### src/design/tpi_pkg.sv
// Shared types and constants for the tolerant palette indexer.
`default_nettype none

package tpi_pkg;

    localparam int CHAN_W  = 8;
    localparam int TOL_W   = 9;
    localparam int CODE_W  = 8;
    localparam int COUNT_W = 9;

    localparam logic [TOL_W-1:0] TOL_RESET = 9'd26;
    localparam logic [TOL_W-1:0] TOL_ONE   = 9'd256;
    localparam logic [CHAN_W-1:0] CHAN_MAX = 8'd255;

    typedef struct packed {
        logic [CHAN_W-1:0] red;
        logic [CHAN_W-1:0] green;
        logic [CHAN_W-1:0] blue;
    } t_rgb;

    typedef struct packed {
        logic [CHAN_W-1:0] red;
        logic [CHAN_W-1:0] green;
        logic [CHAN_W-1:0] blue;
        logic              start_req;
    } t_pix_in;

    typedef struct packed {
        logic [CODE_W-1:0]  code;
        logic               added;
        logic               overflow;
        logic [COUNT_W-1:0] entry_count;
    } t_pix_out;

    typedef enum logic [1:0] {
        ST_IDLE,
        ST_SEARCH,
        ST_FINISH
    } t_state;

endpackage

`default_nettype wire

### src/design/tpi_match.sv
// Tolerance window compare of one pixel against one palette entry.
`default_nettype none

module tpi_match
    import tpi_pkg::*;
(
    input  wire t_rgb             i_pixel,
    input  wire t_rgb             i_entry,
    input  wire logic [TOL_W-1:0] i_tol,
    output      logic             o_match
);

    logic [CHAN_W-1:0] pix_ch [3];
    logic [CHAN_W-1:0] ent_ch [3];
    logic [2:0]        ch_fit;
    logic              tol_sat;
    logic [TOL_W-1:0]  lo_scale;
    logic [TOL_W:0]    hi_scale;

    assign pix_ch[0] = i_pixel.red;
    assign pix_ch[1] = i_pixel.green;
    assign pix_ch[2] = i_pixel.blue;
    assign ent_ch[0] = i_entry.red;
    assign ent_ch[1] = i_entry.green;
    assign ent_ch[2] = i_entry.blue;

    assign tol_sat  = (i_tol >= TOL_ONE);
    assign lo_scale = TOL_ONE - i_tol;
    assign hi_scale = {1'b0, TOL_ONE} + {1'b0, i_tol};

    for (genvar k = 0; k < 3; k++) begin : g_chan
        logic [CHAN_W+TOL_W-1:0]  lo_prod;
        logic [CHAN_W+TOL_W:0]    hi_prod;
        logic [CHAN_W:0]          lo_bound;
        logic [CHAN_W+1:0]        hi_raw;
        logic [CHAN_W+1:0]        hi_bound;

        assign lo_prod  = {{TOL_W{1'b0}}, ent_ch[k]} * {{CHAN_W{1'b0}}, lo_scale};
        assign hi_prod  = {{(TOL_W+1){1'b0}}, ent_ch[k]} * {{CHAN_W{1'b0}}, hi_scale};
        // Floor by dropping the eight fraction bits; saturate both ends.
        assign lo_bound = tol_sat ? '0 : lo_prod[CHAN_W+TOL_W-1:8];
        assign hi_raw   = hi_prod[CHAN_W+TOL_W:8];
        assign hi_bound = (hi_raw > {2'b00, CHAN_MAX}) ? {2'b00, CHAN_MAX} : hi_raw;
        assign ch_fit[k] = ({1'b0, pix_ch[k]} >= lo_bound)
                        && ({2'b00, pix_ch[k]} <= hi_bound);
    end

    assign o_match = &ch_fit;

endmodule

`default_nettype wire

### config.mk
export PLATFORM = sky130hd
export DESIGN_NAME = tpi_match
export DESIGN_NICKNAME = d
export VERILOG_FILES = /design/src/design/tpi_pkg.sv /design/src/design/tpi_match.sv
export SDC_FILE = /design/constraint.sdc
export NUM_CORES = 1
export LEC_CHECK = 0
export ABC_AREA = 1
export ABC_CLOCK_PERIOD_IN_PS = 9800
export BUFFER_PORTS_ARGS = -buffer_cell sky130_fd_sc_hd__buf_2
export CAP_MARGIN = 25
export CORE_ASPECT_RATIO = 1.1
export CORE_MARGIN = 8
export CORE_UTILIZATION = 40
export DETAILED_ROUTE_END_ITERATION = 16
export PLACE_DENSITY = 0.58
export SLEW_MARGIN = 20
export SYNTH_ARGS = -nofsm -noshare
export SYNTH_HDL_FRONTEND = slang
export SYNTH_SLANG_ARGS = --single-unit
### constraint.sdc
create_clock -name vclk -period 9.8
set_clock_uncertainty 0.05 [all_clocks]
set_input_delay 1.47 -clock vclk [all_inputs]
set_output_delay 1.47 -clock vclk [all_outputs]
set_load 0.02 [all_outputs]
Word-level counts from Yosys, hierarchy flattened
Index checks and enable logic that the tools add are counted.

word-level totals
  bits in registers = 0
  output and inout port bits = 1
  input port bits = 57

cells by class
  $lt $le $gt $ge = 10
  add/sub/neg operators = 2
  reduce and logical (&&, ||, !) cells = 4
  multiplexer cells = 6
  multipliers = 6

operators with widths
  operator                count
  $mul A8 B10 Y18         3
  $mul A8 B9 Y17          3
  $gt A10 B8 Y1 const B   3
  $le A8 B10 Y1           3
  $mux W10                3
  $ge A8 B9 Y1            3
  $mux W9                 3
  $add A9 B9 Y10 const A  1
  $ge A9 B9 Y1 const B    1
  $sub A9 B9 Y9 const A   1
  $logic_and A1 B1 Y1     3
  $reduce_and A3 Y1       1

Depth between registers and ports, before layout
  word-level depth = 7
  gate-level depth with buffers = 39

Least setup slack after synthesis
No wires, ideal clock.

  path kind = input to output
  start = in i_tol[1]
  end = out o_match
  arrival = 6.919 ns
  buffers on the path = 1
  data required time = 8.280 ns
  slack = 1.361 ns
  cell stages on the path = 39
  cells stage by stage = inv_1 > ha_1 > inv_1 > or2_2 > o21ai_0 > nand2_1 > clkinv_1 > buf_4 > nand2_1 > fa_1 > fa_1 > inv_1 > fa_1 > inv_1 > fa_1 > inv_1 > ha_1 > nand2_1 > [... 3 more ...] > nand2_1 > nand2_1 > nand2_1 > nand2_1 > a21oi_1 > o21ai_0 > ha_1 > nand2_1 > o21bai_1 > nand2_1 > o21ai_0 > nand2_1 > nand2_1 > nand2_1 > nor2_1 > nor2_1 > nand2_1 > inv_1

on the way
  word-level cells in the longest chain between the ends = 7
  elaborated cells between the ends (all ways) = 28
  classes of those cells = add/sub: 2; mul: 6; order compare: 10; mux: 6; reduce/logical: 4

ends and longest elaborated chain
  element                RTL line         RTL
  start, declared        tpi_match.sv:9   input wire logic [TOL_W-1:0] i_tol,
  $add A9 B9 Y10         tpi_match.sv:29  assign hi_scale = {1'b0, TOL_ONE} + {1'b0, i_tol};
  $mul A8 B10 Y18        tpi_match.sv:39  assign hi_prod = {{(TOL_W+1){1'b0}}, ent_ch[k]} * {{CHAN_W{1'b0}}, hi_scale};
  $gt A10 B8 Y1          tpi_match.sv:43  assign hi_bound = (hi_raw > {2'b00, CHAN_MAX}) ? {2'b00, CHAN_MAX} : hi_raw;
  $mux W10               tpi_match.sv:43
  $le A8 B10 Y1          tpi_match.sv:45  && ({2'b00, pix_ch[k]} <= hi_bound);
  $logic_and A1 B1 Y1    tpi_match.sv:45
  $reduce_and A3 Y1 (*)  tpi_match.sv:48  assign o_match = &ch_fit;
  end, declared          tpi_match.sv:10  output logic o_match

Every way passes the cells marked *; elsewhere a longest branch is shown, timed or not.

Worst setup path in the final report
  start = in i_tol[3]
  end = out o_match

The elaborated chain is that of the path after synthesis.

==> impl_metrics.ini <==
[timing]
fin_crit_ns = 9.26
finalCritPeriodShare = 0.945
relSlewSlack = 0.497
hold_viol = 0
hold_ws_ns = 3.59
worst_slew_pin_slew_ns = 0.755
setup_viol = 0
setup_ws_ns = 0.541
max_freq_ghz = 0.108
final-max-slew-violation-count = 0

[setup_path]
crit_type = primary input to output port
critPathBufInv = 7
critPathMaxStageDelay_ns = 0.58
start_kind = primary input
critPathCaptureType = output port
cpMostUsedCell = nand2_1
cp_max_fo = 12
arrival_ns = 7.74
cp_slowest_cell = fa_1
cp_top_family = adder cells
cp.required_ns = 8.28

[floorplan]
ios = 58
start_util = 0.405
die_w_um = 208
die_area_mm2 = 0.0473
rows = 77
design.core.area_mm2 = 0.0401
fp.dieH_um = 227

[detailed_routing]
via_count = 14500
viasPerCell = 4.96
antenna_left = 0
wl_um = 46300
routedWlPerCell_um = 15.8
drc = 0
dr.pass1.iters = 7
drt_iter0_drc = 702

[cells_and_area]
seq_cell_count = 0
clock_buffers = 0
finalNetCount = 2986
seq_area_um2 = 0
final_cell_area_mm2 = 0.0171
antenna_cells = 0
area_growth_pct = 5.22
layout-drive-gt1-share = 0.0448

[hold_path]
hold_class = primary input to output port

[grt]
grt_remaining_overflow = 0
grt_pass1_vias = 15200
grt_util_all_layers = 0.199
grt_pass1_wl_um = 76500
antenna_found_initial = 0
grt_max_degree = 24

[placement]
gp_congestion = 0.891
dpl_cell_area_mm2 = 0.0171
io_buffers = 58
hpwl_um = 39300
dp_slack_ns = 0.425

[yosys]
synth_top_family_by_area = adder cells
synthesis.area_mm2 = 0.0162
yosysTopAreaCell = fa_1
synth.distinct_cells = 38
synth_xor_area_frac = 0.0130
syn_inst = 2399
synth_top_area_share = 0.326
synth-compound-area-share = 0.0620
seq_area_frac_synth = 0
avgSynthCellArea_um2 = 6.77
synth_adder_area_share = 0.519
synth.mux.area_fraction = 0
ys_top_cells_by_area = fa_1, ha_1, nand2_1
yosys.area_share.simple = 0.235
yosysWarningCount = 0

[run_status]
status = finished, final reports clean

[power]
p_leak_nw = 10.7
irDropWorstVdd_mv = 0.147
total_power_mw = 3.43
power-per-cell-area_mw_per_mm2 = 201

[clocking]
cts_hold_buf = 0

[run]
drv_cap = 0
-- per-layer routing --
metal	wire length (um)	vias to the layer above	GRT usage
met3	1860	68	0.00620
li1	-	7106	-
met4	1350	0	0.0536
met2	23400	346	0.373
met5	0	-	0
met1	19800	6986	0.248
-- synth_stat cells, types with 4 or more instances --
cell and number:
o21ai_0 51, nand2_1 654, nand4_1 12, a21o_1 7, a211oi_1 6, buf_2 9, inv_2 7, nand3b_1 19
nor4_1 7, clkbuf_1 59, fa_1 264, inv_1 648, o21ai_1 4, ha_1 251, o21bai_1 6, nor3_1 16
o21ai_2 4, nand2_2 4, nor2_1 159, nand3_1 66, buf_1 5, xnor2_1 21, a21oi_1 95
-- cell usage in the layout, fill, tap and decap left out, drive strengths merged --
cell type and instances:
nand4 12, nand3 69, o21ai 59, a21boi 2, o21bai 7, a211oi 6
ha 251, nand3b 19, buf 84, and2 1, nor3 16, o31ai 3
nor4 7, xnor2 21, a31oi 1, nand2 659, nor2 160, a21oi 95
or2 1, o211ai 1, conb 6, xor2 3, a21o 7, clkinvlp 1
fa 264, inv 655, o21a 2
-- report_power, final --
part / switching [mW] / internal, mW
Combinational: 2.15 / 1.27
Sequential: 0 / 0
Clock: 0 / 0
-- worst paths after layout --
path,start,endpoint,slack [ns],depth (start not counted)
hold / removal,i_pixel[23],o_match,3.59,7
setup / recovery,i_tol[3],o_match,0.54,33
-- metrics by stage --
step,cells,utilization,TNS [ns]
after floorplan,2404,-,0
after global placement,2923,0.425,0
after detailed placement,2923,0.425,0
after CTS,2923,0.425,0
after global routing,2925,0.426,-0.0321
final,2925,0.426,0
-- timing repair --
action | in CTS | in global routing
resized for setup | 0 | 4
endpoints found under the setup margin | 0 | 1
setup buffers | 0 | 2
-- logic make-up (layout without fill, tap and decap cells) --
logic type	count (synthesis)	after routing
AO/OA/AOI/OAI	183	183
adder cells (fa/ha/maj)	515	515
AND/OR/NAND/NOR	944	944
buffers and inverters	732	740
XOR/XNOR	24	24
other	1	6
-- worst min-delay path, delay by kind of cell --
| family | cells | cell delay [ns] |
|---|---|---|
| and+or+nand+nor | 3 | 0.24 |
| buffers and inverters | 3 | 0.31 |
| adders and majority gates | 1 | 0.15 |
-- area by class of cell --
type,instances,area [um^2]
repair buffers,84,485
inverters,656,2470
well taps,513,642
multi-input cells,1672,13500
fillers,4256,23000
(Power assumes the default switching activity.)
